File: src/hdl/drmt_pkg.sv
// shared types and constants of the dirty rectangle mailbox tracker
`default_nettype none
package drmt_pkg;

  // field widths
  localparam int unsigned DIM_W     = 13;
  localparam int unsigned POS_W     = 12;
  localparam int unsigned CFG_IDX_W = 2;
  localparam int unsigned PROD_W    = 28;

  // register indexes
  localparam logic [CFG_IDX_W-1:0] REG_FRAME_WIDTH  = 2'd0;
  localparam logic [CFG_IDX_W-1:0] REG_FRAME_HEIGHT = 2'd1;

  // frame size after reset
  localparam logic [DIM_W-1:0] FRAME_RESET = 13'd4096;

  // result status codes
  typedef enum logic [2:0] {
    ST_STORED   = 3'd0,
    ST_IGNORED  = 3'd1,
    ST_REJECTED = 3'd2,
    ST_CONSUMED = 3'd3,
    ST_NONE     = 3'd4
  } status_t;

  // classification done by the front end
  typedef enum logic [1:0] {
    CMD_STORE,
    CMD_IGNORE,
    CMD_REJECT,
    CMD_CONSUME
  } cmd_kind_t;

  // input item
  typedef struct packed {
    logic              op;
    logic [DIM_W-1:0]  rect_x;
    logic [DIM_W-1:0]  rect_y;
    logic [DIM_W-1:0]  rect_w;
    logic [DIM_W-1:0]  rect_h;
    logic [15:0]       row_stride;
    logic [31:0]       source_bytes;
  } in_item_t;

  // result item
  typedef struct packed {
    logic [2:0]        status;
    logic [POS_W-1:0]  out_x;
    logic [POS_W-1:0]  out_y;
    logic [DIM_W-1:0]  out_w;
    logic [DIM_W-1:0]  out_h;
    logic              is_pending;
    logic [31:0]       submitted_count;
    logic [31:0]       replaced_count;
    logic [31:0]       consumed_count;
    logic [47:0]       bytes_count;
  } out_item_t;

  // classified command between front and back
  typedef struct packed {
    cmd_kind_t         kind;
    logic [POS_W-1:0]  x;
    logic [POS_W-1:0]  y;
    logic [DIM_W-1:0]  w;
    logic [DIM_W-1:0]  h;
    logic [PROD_W-1:0] bytes;
  } cmd_t;

endpackage
`default_nettype wire

File: src/hdl/dirty_rect_mailbox_tracker_core.sv
// path: the item is registered in the command queue and its result in the result queue
// throughput: one item per cycle while neither queue is full; the front checks and
//   the back merge are combinational, decoupled by a command queue and a result queue
// full is the command queue's full flag and rises only while the result queue is full
// reset: synchronous active-low rst_n clears the region, counters and queues
//   and sets the frame size to 4096 by 4096
`default_nettype none
module dirty_rect_mailbox_tracker_core #(
  parameter int unsigned MAX_DIM     = 4096,
  parameter int unsigned QUEUE_DEPTH = 2
) (
  input  wire logic                           clk,
  input  wire logic                           rst_n,
  input  wire logic                           in_push,
  output logic                                in_full,
  input  wire drmt_pkg::in_item_t             in_data,
  output logic                                out_empty,
  input  wire logic                           out_pop,
  output drmt_pkg::out_item_t                 out_data,
  input  wire logic                           cfg_we,
  input  wire logic [drmt_pkg::CFG_IDX_W-1:0] cfg_index,
  input  wire logic [drmt_pkg::DIM_W-1:0]     cfg_wdata
);

  localparam int unsigned CMD_W = $bits(drmt_pkg::cmd_t);
  localparam int unsigned RES_W = $bits(drmt_pkg::out_item_t);

  drmt_pkg::cmd_t      front_cmd;
  drmt_pkg::cmd_t      back_cmd;
  logic [CMD_W-1:0]    back_cmd_bits;
  logic                cmd_empty;
  logic                cmd_pop;
  drmt_pkg::out_item_t back_res;
  logic                res_push;
  logic                res_full;
  logic [RES_W-1:0]    out_bits;

  // classify the incoming item
  drmt_front #(
    .MAX_DIM (MAX_DIM)
  ) u_front (
    .clk       (clk),
    .rst_n     (rst_n),
    .cfg_we    (cfg_we),
    .cfg_index (cfg_index),
    .cfg_wdata (cfg_wdata),
    .item      (in_data),
    .cmd       (front_cmd)
  );

  // command queue
  drmt_fifo #(
    .WIDTH (CMD_W),
    .DEPTH (QUEUE_DEPTH)
  ) u_cmd_q (
    .clk   (clk),
    .rst_n (rst_n),
    .push  (in_push),
    .wdata (front_cmd),
    .full  (in_full),
    .pop   (cmd_pop),
    .rdata (back_cmd_bits),
    .empty (cmd_empty)
  );

  assign back_cmd = drmt_pkg::cmd_t'(back_cmd_bits);

  // apply the command to the pending region
  drmt_back u_back (
    .clk       (clk),
    .rst_n     (rst_n),
    .cmd       (back_cmd),
    .cmd_empty (cmd_empty),
    .cmd_pop   (cmd_pop),
    .res_full  (res_full),
    .res_push  (res_push),
    .res       (back_res)
  );

  // result queue
  drmt_fifo #(
    .WIDTH (RES_W),
    .DEPTH (QUEUE_DEPTH)
  ) u_res_q (
    .clk   (clk),
    .rst_n (rst_n),
    .push  (res_push),
    .wdata (back_res),
    .full  (res_full),
    .pop   (out_pop),
    .rdata (out_bits),
    .empty (out_empty)
  );

  assign out_data = drmt_pkg::out_item_t'(out_bits);

`ifndef SYNTHESIS
  // an accepted item reaches the command queue
  a_cmd_queued: assert property (@(posedge clk) disable iff (!rst_n)
    (in_push && !in_full) |=> !cmd_empty)
    else $error("accepted item missing from command queue");

  // a processed command always yields a waiting result
  a_res_queued: assert property (@(posedge clk) disable iff (!rst_n)
    (!cmd_empty && !res_full) |=> !out_empty)
    else $error("processed command produced no result");

  // a consume never leaves a frame pending
  a_consume_clears: assert property (@(posedge clk) disable iff (!rst_n)
    (res_push && (back_res.status == drmt_pkg::ST_CONSUMED ||
                  back_res.status == drmt_pkg::ST_NONE)) |-> !back_res.is_pending)
    else $error("frame still pending after consume");

  // a stored rectangle always leaves a frame pending
  a_store_sets: assert property (@(posedge clk) disable iff (!rst_n)
    (res_push && back_res.status == drmt_pkg::ST_STORED) |-> back_res.is_pending)
    else $error("stored rectangle not pending");
`endif

endmodule
`default_nettype wire

File: src/hdl/drmt_fifo.sv
// small first-in first-out queue used between the pipeline parts
`default_nettype none
module drmt_fifo #(
  parameter int unsigned WIDTH = 8,
  parameter int unsigned DEPTH = 2
) (
  input  wire logic             clk,
  input  wire logic             rst_n,
  input  wire logic             push,
  input  wire logic [WIDTH-1:0] wdata,
  output logic                  full,
  input  wire logic             pop,
  output logic [WIDTH-1:0]      rdata,
  output logic                  empty
);

  localparam int unsigned AW = (DEPTH > 1) ? $clog2(DEPTH) : 1;
  localparam int unsigned CW = $clog2(DEPTH + 1);

  logic [WIDTH-1:0] mem [DEPTH];
  logic [AW-1:0]    wr_ptr_r;
  logic [AW-1:0]    rd_ptr_r;
  logic [CW-1:0]    count_r;
  logic             do_push;
  logic             do_pop;

  // status and read side
  assign full    = (count_r == CW'(DEPTH));
  assign empty   = (count_r == '0);
  assign do_push = push && !full;
  assign do_pop  = pop && !empty;
  assign rdata   = mem[rd_ptr_r];

  // storage
  always_ff @(posedge clk) begin
    if (do_push) begin
      mem[wr_ptr_r] <= wdata;
    end
  end

  // pointers wrap at the last entry, fill count
  always_ff @(posedge clk) begin
    if (!rst_n) begin
      wr_ptr_r <= '0;
      rd_ptr_r <= '0;
      count_r  <= '0;
    end else begin
      if (do_push) begin
        wr_ptr_r <= (wr_ptr_r == AW'(DEPTH - 1)) ? '0 : wr_ptr_r + AW'(1);
      end
      if (do_pop) begin
        rd_ptr_r <= (rd_ptr_r == AW'(DEPTH - 1)) ? '0 : rd_ptr_r + AW'(1);
      end
      if (do_push && !do_pop) begin
        count_r <= count_r + CW'(1);
      end else if (do_pop && !do_push) begin
        count_r <= count_r - CW'(1);
      end
    end
  end

endmodule
`default_nettype wire

File: src/hdl/drmt_front.sv
// front end: frame size registers, bounds checks and byte count of an item
`default_nettype none
module drmt_front #(
  parameter int unsigned MAX_DIM = 4096
) (
  input  wire logic                            clk,
  input  wire logic                            rst_n,
  input  wire logic                            cfg_we,
  input  wire logic [drmt_pkg::CFG_IDX_W-1:0]  cfg_index,
  input  wire logic [drmt_pkg::DIM_W-1:0]      cfg_wdata,
  input  wire drmt_pkg::in_item_t              item,
  output drmt_pkg::cmd_t                       cmd
);

  localparam logic [drmt_pkg::DIM_W-1:0] MAX_DIM_V = drmt_pkg::DIM_W'(MAX_DIM);

  logic [drmt_pkg::DIM_W-1:0] frame_width_r;
  logic [drmt_pkg::DIM_W-1:0] frame_height_r;
  logic [drmt_pkg::DIM_W-1:0] w;
  logic [drmt_pkg::DIM_W-1:0] h;
  logic [drmt_pkg::DIM_W-1:0] w_room;
  logic [drmt_pkg::DIM_W-1:0] h_room;
  logic [15:0]                min_stride;
  logic [28:0]                min_src;
  logic [25:0]                area;
  logic                       is_empty;
  logic                       is_oob;

  // frame size registers
  always_ff @(posedge clk) begin
    if (!rst_n) begin
      frame_width_r  <= drmt_pkg::FRAME_RESET;
      frame_height_r <= drmt_pkg::FRAME_RESET;
    end else if (cfg_we) begin
      if (cfg_index == drmt_pkg::REG_FRAME_WIDTH) begin
        frame_width_r <= cfg_wdata;
      end else if (cfg_index == drmt_pkg::REG_FRAME_HEIGHT) begin
        frame_height_r <= cfg_wdata;
      end
    end
  end

  // effective frame size, zero taken as one and large values capped
  always_comb begin
    if (frame_width_r == '0) begin
      w = drmt_pkg::DIM_W'(1);
    end else if (frame_width_r > MAX_DIM_V) begin
      w = MAX_DIM_V;
    end else begin
      w = frame_width_r;
    end
    if (frame_height_r == '0) begin
      h = drmt_pkg::DIM_W'(1);
    end else if (frame_height_r > MAX_DIM_V) begin
      h = MAX_DIM_V;
    end else begin
      h = frame_height_r;
    end
  end

  // bounds and source size checks
  assign w_room     = w - item.rect_x;
  assign h_room     = h - item.rect_y;
  assign min_stride = {1'b0, w, 2'b00};
  assign min_src    = 29'(item.row_stride) * 29'(h);
  assign area       = 26'(item.rect_w) * 26'(item.rect_h);
  assign is_empty   = (item.rect_w == '0) || (item.rect_h == '0);
  assign is_oob     = (item.rect_x >= w) || (item.rect_y >= h) ||
                      (item.rect_w > w_room) || (item.rect_h > h_room) ||
                      (item.row_stride < min_stride) ||
                      (item.source_bytes < {3'b000, min_src});

  // classified command
  always_comb begin
    cmd.x     = item.rect_x[drmt_pkg::POS_W-1:0];
    cmd.y     = item.rect_y[drmt_pkg::POS_W-1:0];
    cmd.w     = item.rect_w;
    cmd.h     = item.rect_h;
    cmd.bytes = {area, 2'b00};
    priority if (item.op) begin
      cmd.kind = drmt_pkg::CMD_CONSUME;
    end else if (is_empty) begin
      cmd.kind = drmt_pkg::CMD_IGNORE;
    end else if (is_oob) begin
      cmd.kind = drmt_pkg::CMD_REJECT;
    end else begin
      cmd.kind = drmt_pkg::CMD_STORE;
    end
  end

endmodule
`default_nettype wire

File: src/hdl/drmt_back.sv
// back end: pending region, bounding-box merge and statistics counters
`default_nettype none
module drmt_back (
  input  wire logic           clk,
  input  wire logic           rst_n,
  input  wire drmt_pkg::cmd_t cmd,
  input  wire logic           cmd_empty,
  output logic                cmd_pop,
  input  wire logic           res_full,
  output logic                res_push,
  output drmt_pkg::out_item_t res
);

  logic                       pending_r, pending_nxt;
  logic [drmt_pkg::POS_W-1:0] left_r, left_nxt;
  logic [drmt_pkg::POS_W-1:0] top_r, top_nxt;
  logic [drmt_pkg::DIM_W-1:0] span_x_r, span_x_nxt;
  logic [drmt_pkg::DIM_W-1:0] span_y_r, span_y_nxt;
  logic [31:0]                submit_r, submit_nxt;
  logic [31:0]                replace_r, replace_nxt;
  logic [31:0]                consume_r, consume_nxt;
  logic [47:0]                bytes_r, bytes_nxt;
  logic [drmt_pkg::POS_W-1:0] nx, ny;
  logic [13:0]                right, bottom;
  logic [13:0]                right_new, right_old, bottom_new, bottom_old;
  drmt_pkg::status_t          status;
  logic                       show;
  logic                       fire;

  assign fire     = !cmd_empty && !res_full;
  assign cmd_pop  = fire;
  assign res_push = fire;

  // union of the new rectangle with the pending one
  always_comb begin
    right_new  = 14'(cmd.x) + 14'(cmd.w);
    bottom_new = 14'(cmd.y) + 14'(cmd.h);
    right_old  = 14'(left_r) + 14'(span_x_r);
    bottom_old = 14'(top_r) + 14'(span_y_r);
    nx         = (cmd.x < left_r) ? cmd.x : left_r;
    ny         = (cmd.y < top_r) ? cmd.y : top_r;
    right      = (right_new > right_old) ? right_new : right_old;
    bottom     = (bottom_new > bottom_old) ? bottom_new : bottom_old;
  end

  // next state and status
  always_comb begin
    pending_nxt = pending_r;
    left_nxt    = left_r;
    top_nxt     = top_r;
    span_x_nxt  = span_x_r;
    span_y_nxt  = span_y_r;
    submit_nxt  = submit_r;
    replace_nxt = replace_r;
    consume_nxt = consume_r;
    bytes_nxt   = bytes_r;
    status      = drmt_pkg::ST_IGNORED;
    unique case (cmd.kind)
      drmt_pkg::CMD_STORE: begin
        status      = drmt_pkg::ST_STORED;
        bytes_nxt   = bytes_r + 48'(cmd.bytes);
        submit_nxt  = submit_r + 32'd1;
        pending_nxt = 1'b1;
        if (pending_r) begin
          replace_nxt = replace_r + 32'd1;
          left_nxt    = nx;
          top_nxt     = ny;
          span_x_nxt  = drmt_pkg::DIM_W'(right - 14'(nx));
          span_y_nxt  = drmt_pkg::DIM_W'(bottom - 14'(ny));
        end else begin
          left_nxt   = cmd.x;
          top_nxt    = cmd.y;
          span_x_nxt = cmd.w;
          span_y_nxt = cmd.h;
        end
      end
      drmt_pkg::CMD_IGNORE: begin
        status = drmt_pkg::ST_IGNORED;
      end
      drmt_pkg::CMD_REJECT: begin
        status = drmt_pkg::ST_REJECTED;
      end
      drmt_pkg::CMD_CONSUME: begin
        if (pending_r) begin
          status      = drmt_pkg::ST_CONSUMED;
          pending_nxt = 1'b0;
          consume_nxt = consume_r + 32'd1;
        end else begin
          status = drmt_pkg::ST_NONE;
        end
      end
      default: begin
        status = drmt_pkg::ST_IGNORED;
      end
    endcase
  end

  // result item, region zeroed when nothing is shown
  always_comb begin
    show                = pending_nxt || (status == drmt_pkg::ST_CONSUMED);
    res.status          = status;
    res.out_x           = show ? left_nxt : '0;
    res.out_y           = show ? top_nxt : '0;
    res.out_w           = show ? span_x_nxt : '0;
    res.out_h           = show ? span_y_nxt : '0;
    res.is_pending      = pending_nxt;
    res.submitted_count = submit_nxt;
    res.replaced_count  = replace_nxt;
    res.consumed_count  = consume_nxt;
    res.bytes_count     = bytes_nxt;
  end

  // state registers
  always_ff @(posedge clk) begin
    if (!rst_n) begin
      pending_r <= 1'b0;
      left_r    <= '0;
      top_r     <= '0;
      span_x_r  <= '0;
      span_y_r  <= '0;
      submit_r  <= '0;
      replace_r <= '0;
      consume_r <= '0;
      bytes_r   <= '0;
    end else if (fire) begin
      pending_r <= pending_nxt;
      left_r    <= left_nxt;
      top_r     <= top_nxt;
      span_x_r  <= span_x_nxt;
      span_y_r  <= span_y_nxt;
      submit_r  <= submit_nxt;
      replace_r <= replace_nxt;
      consume_r <= consume_nxt;
      bytes_r   <= bytes_nxt;
    end
  end

endmodule
`default_nettype wire
File: config.mk
export PLATFORM = sky130hd
export DESIGN_NAME = dirty_rect_mailbox_tracker_core
export DESIGN_NICKNAME = d
export VERILOG_FILES = /design/src/hdl/drmt_pkg.sv /design/src/hdl/dirty_rect_mailbox_tracker_core.sv /design/src/hdl/drmt_fifo.sv /design/src/hdl/drmt_front.sv /design/src/hdl/drmt_back.sv
export SDC_FILE = /design/constraint.sdc
export NUM_CORES = 2
export LEC_CHECK = 0
export BUFFER_PORTS_ARGS = -buffer_cell sky130_fd_sc_hd__buf_2
export CAP_MARGIN = 20
export CORE_AREA = 2 2 329 331
export DETAILED_ROUTE_END_ITERATION = 7
export DIE_AREA = 0 0 331 333
export GPL_TIMING_DRIVEN = 0
export PLACE_DENSITY = 0.67
export SLEW_MARGIN = 20
export SYNTH_ARGS = -nofsm -noshare
export SYNTH_HDL_FRONTEND = slang
export SYNTH_SLANG_ARGS = --single-unit
File: constraint.sdc
create_clock -name clk -period 15.2 [get_ports clk]
set_clock_uncertainty 0.1 [all_clocks]
set_input_delay 3.04 -clock clk [delete_from_list [all_inputs] [get_ports clk]]
set_output_delay 3.04 -clock clk [all_outputs]
set_load 0.1 [all_outputs]
==> results.md <==
| Quantity | Value |
|:---|:---|
| Simple logic cell fraction of the synthesized area | 13.6% |
| Worst path most repeated cell | sky130_fd_sc_hd__fa_1 |
| Vertical die dimension | 333 um |
| Largest family of logic cells by synthesized area | adder cells |
| Net Switching | 6420 uW |
| Number of rows in the core area | 120 |
| Endpoint type of the worst setup path | flip-flop |
| Worst hold slack | 369 ps |
| Data arrival time of the worst path | 11580 ps |
| Slowest library cell on the worst path | sky130_fd_sc_hd__fa_1 |
| Core outline area | 107000 sq um |
| Via-per-instance ratio | 5.63 |
| Total number of nets in the final design | 6288 |
| Share of the synthesized area in compound gates (AO/OA/AOI/OAI) | 9.02% |
| Async set or reset register ratio after synthesis | 0% |
| Slew margin rel. | 20.8% |
| Ratio of cells with drive above 1 in the final layout | 14.2% |
| Post-Route Utilization | 55.7% |
| First-iteration detailed-routing DRC count | 3387 |
| Post-synth EDFFs | 548 |
| Pin count of the biggest net entering global routing | 56 |
| Post-Route WL | 147 mm |
| Clk network pwr share | 15.7% |
| Share of the clock period used by the worst path after layout | 74.0% |
| Share of synthesized cell area in full adder, half adder and majority cells | 20.0% |
| Maximum frequency from static timing analysis | 88.9 MHz |
| Layout fillers | 9351 |
| Delay contributed by the slowest stage of the critical path | 570 ps |
| Cells taking the most area after synthesis | sky130_fd_sc_hd__edfxtp_1, sky130_fd_sc_hd__fa_1, sky130_fd_sc_hd__ha_1 |
| Number of primary I/O pins | 321 |
| Count of yosys warnings during synthesis | 0 |
| Critical path origin | in_data[39] |
| Parity-gate share of the synthesized area counting xor and xnor cells | 5.40% |
| Int Pwr | 6210 uW |
| Largest fanout on the critical path | 10 |
| Max-slew violation total from the final report | 0 |
| Avg Cell Area, Syn | 10.4 sq um |
| Final worst path period need | 11250 ps |
| Antenna violations before repair | 11 |
| Status | finished, final reports clean |
| Placer congestion estimate | 0.949 |
| Combined area of all synthesized cells | 52900 sq um |
| Sequential cell area fraction in the yosys report | 39.8% |
| Share of Yosys cell area claimed by the top area cell type | 31.1% |
| WHS Path Cells | 2 |
| Multi-input gate area | 29200 sq um |
| Setup TNS Final | 0 ps |
| Sequential cell area | 21000 sq um |
| Largest vdd supply drop | 0.262 mV |
| CP Class | input port to flip-flop |
| Clock buffers created by TritonCTS | 78 |
| Sequential power share | 24.0% |
| Reg2Reg Depth | 34 |
| Area added between synthesis and finish | 12.2% |
| Number of max-cap violations | 0 |
| Total congestion overflow after global routing | 0 |
| Drt wl/cell | 21.0 um |
| Transition time at the pin with the least slew margin | 1190 ps |
| Worst setup slack for register-to-register paths | 4850 ps |
| Source of the worst register-to-register timing path | u_front.frame_height_r[12] |
| Tightest Hold Check Type | flip-flop to flip-flop |
| Area enclosed by the die boundary | 110000 sq um |
| Worst-path clk slew | 60 ps |
| Hold violation total from the final report | 0 |
| CTS tree | done |
| Total of hold buffers inserted after clock tree synthesis | 0 |
| Final setup vio count | 0 |
| Floorplan die width | 331 um |
| Deepest clock path buffer count | 3 |
| Post-DRT Antenna Nets | 0 |
| Global-route usage over all layers | 26.4% |
| Capturing instance or port of the critical path | u_cmd_q.mem[1][77] |
| Part of the total power dissipated in combinational logic | 60.3% |
| Leading area contributor after synthesis | sky130_fd_sc_hd__edfxtp_1 |
| Wire length of the first global-routing pass | 223 mm |
| DPL Wire Length | 115 mm |
| Flops & latches, synth | 777 |
| Sink Count | 777 |
| Resize count post-CTS | 0 |
| RSZ-0062 raised after global routing | no |
| Number of iterations in the first detailed-routing pass | 6 |
| Mux share of post-synthesis cell area | 7.22% |
| Total number of vias | 39300 |
| Static leakage | 0.0246 uW |
| Endpoint of the lowest-slack register-to-register path | u_cmd_q.mem[1][77] |
| Worst path required time | 15540 ps |
| Root Driver | sky130_fd_sc_hd__clkbuf_16 |
| Post-Synthesis Cells | 5074 |
| Overall power after layout | 12600 uW |
| Critical path launch point type | input port |
| Clk Latency, worst-skew pair | 650 ps |
| Port Buf Inserts | 318 |
| Most instantiated flip-flop cell in the synthesis netlist | sky130_fd_sc_hd__edfxtp_1 |
| PD cells | 213 nW/um^2 |
| DRC violations left | 0 |
| Count of different cell masters after synthesis | 86 |
| Number of H-tree levels | 3 |
| Initial cell density of the core | 49.6% |
| Number of global-route vias before repair | 37900 |
| Buffer count from post-CTS setup fixing | 0 |
| Net switching share of the total power | 50.8% |
==> registers in the layout, indices dropped and copies added, names as in the netlist, named ones only <==
name / count
u_res_q.mem: 392
u_res_q.rd_ptr_r: 1
u_res_q.count_r: 2
u_back.span_x_r: 13
u_back.bytes_r: 46
u_back.top_r: 12
u_back.left_r: 12
u_back.replace_r: 32
u_front.frame_width_r: 13
u_cmd_q.count_r: 2
u_res_q.wr_ptr_r: 1
u_back.pending_r: 1
u_cmd_q.wr_ptr_r: 1
u_back.consume_r: 32
u_cmd_q.rd_ptr_r: 1
u_cmd_q.mem: 156
u_front.frame_height_r: 13
u_back.span_y_r: 13
u_back.submit_r: 32
==> worst max-delay path: cells and delay by family <==
| kind | cells | cell delay [ps] |
|---|---|---|
| xor+xnor | 1 | 180 |
| compound gates | 12 | 3710 |
| buf+inv | 6 | 630 |
| fa+ha+maj | 7 | 3190 |
| simple gates | 6 | 830 |
==> cell families after synthesis <==
kind of cell | count (synthesis)
multiplexers | 346
adder cells (fa/ha/maj) | 676
AND/OR/NAND/NOR | 1490
other | 1
buffers and inverters | 699
flip-flops | 777
XOR/XNOR | 326
AO/OA/AOI/OAI | 759
==> cell usage in the layout, fill, tap and decap left out, types with 81 or more instances in the layout <==
cell type and n:
sky130_fd_sc_hd__a21oi_1 258, sky130_fd_sc_hd__and2_1 185, sky130_fd_sc_hd__buf_2 324, sky130_fd_sc_hd__clkbuf_1 197, sky130_fd_sc_hd__clkbuf_16 81, sky130_fd_sc_hd__dfxtp_1 229, sky130_fd_sc_hd__edfxtp_1 548, sky130_fd_sc_hd__fa_1 284
sky130_fd_sc_hd__ha_1 392, sky130_fd_sc_hd__inv_1 490, sky130_fd_sc_hd__mux2_2 285, sky130_fd_sc_hd__nand2_1 521, sky130_fd_sc_hd__nand3_1 120, sky130_fd_sc_hd__nor2_1 314, sky130_fd_sc_hd__o21ai_0 157, sky130_fd_sc_hd__xnor2_1 170
sky130_fd_sc_hd__xor2_1 156
==> worst min path at each step <==
stage                                          from                         to  slack (ps)
after floorplan            u_front.frame_width_r[0]   u_front.frame_width_r[0]         330
after global placement    u_front.frame_height_r[6]  u_front.frame_height_r[6]         350
after detailed placement  u_front.frame_height_r[8]  u_front.frame_height_r[8]         360
after CTS                 u_front.frame_height_r[8]  u_front.frame_height_r[8]         370
after global routing      u_front.frame_height_r[4]  u_front.frame_height_r[4]         390
final                     u_front.frame_height_r[8]  u_front.frame_height_r[8]         370
==> cells in the mapped netlist, drive strengths merged (23+ instances only) <==
cell	count
or3	48
a21o	75
nor3	66
inv	491
fa	284
a211oi	65
nand2b	41
xnor2	170
xor2	156
nand2	521
mux2i	61
a21oi	258
edfxtp	548
clkbuf	177
nand3	128
o21ai	160
buf	29
nor4	23
nor2b	34
and2	187
and3	29
mux2	285
nand4	50
o31ai	33
o21a	35
nor2	318
ha	392
dfxtp	229
==> final cells by class <==
cell class / count / area share [%]
Buffer: 206 / 1.35
Multi-Input combinational cell: 3599 / 49.3
Antenna cell: 9 / 0.0380
Inverter: 493 / 3.12
Timing Repair Buffer: 336 / 3.37
Clock inverter: 37 / 0.725
Tap cell: 1403 / 2.96
Clock buffer: 108 / 3.70
Sequential cell: 777 / 35.5
==> metrics by stage <==
step,setup WS (ps),cells,area [sq um]
after detailed placement,3180,6813,56700
after global routing,3610,6966,59300
after floorplan,4930,5075,52900
after CTS,3840,6958,59300
final,3950,6968,59300
after global placement,-1330,6796,56300
==> power groups by stage <==
stage	logic (uW)	clock network (uW)	registers (uW)
after floorplan	5850	0	3140
after global placement	7270	0	3210
after detailed placement	7550	0	3080
after CTS	7590	2010	3040
after global routing	8170	2090	3080
final	7610	1980	3040
==> layer usage <==
| layer | up-vias | global-route usage (%) | share of wire [%] |
|---|---|---|---|
| met5 | - | 0 | 0 |
| met4 | 0 | 10.1 | 3.8 |
| met3 | 251 | 2.86 | 6.3 |
| met2 | 1285 | 41.9 | 46 |
| met1 | 19400 | 37.1 | 44 |
| li1 | 18400 | - | - |
(Power assumes the default switching activity.)
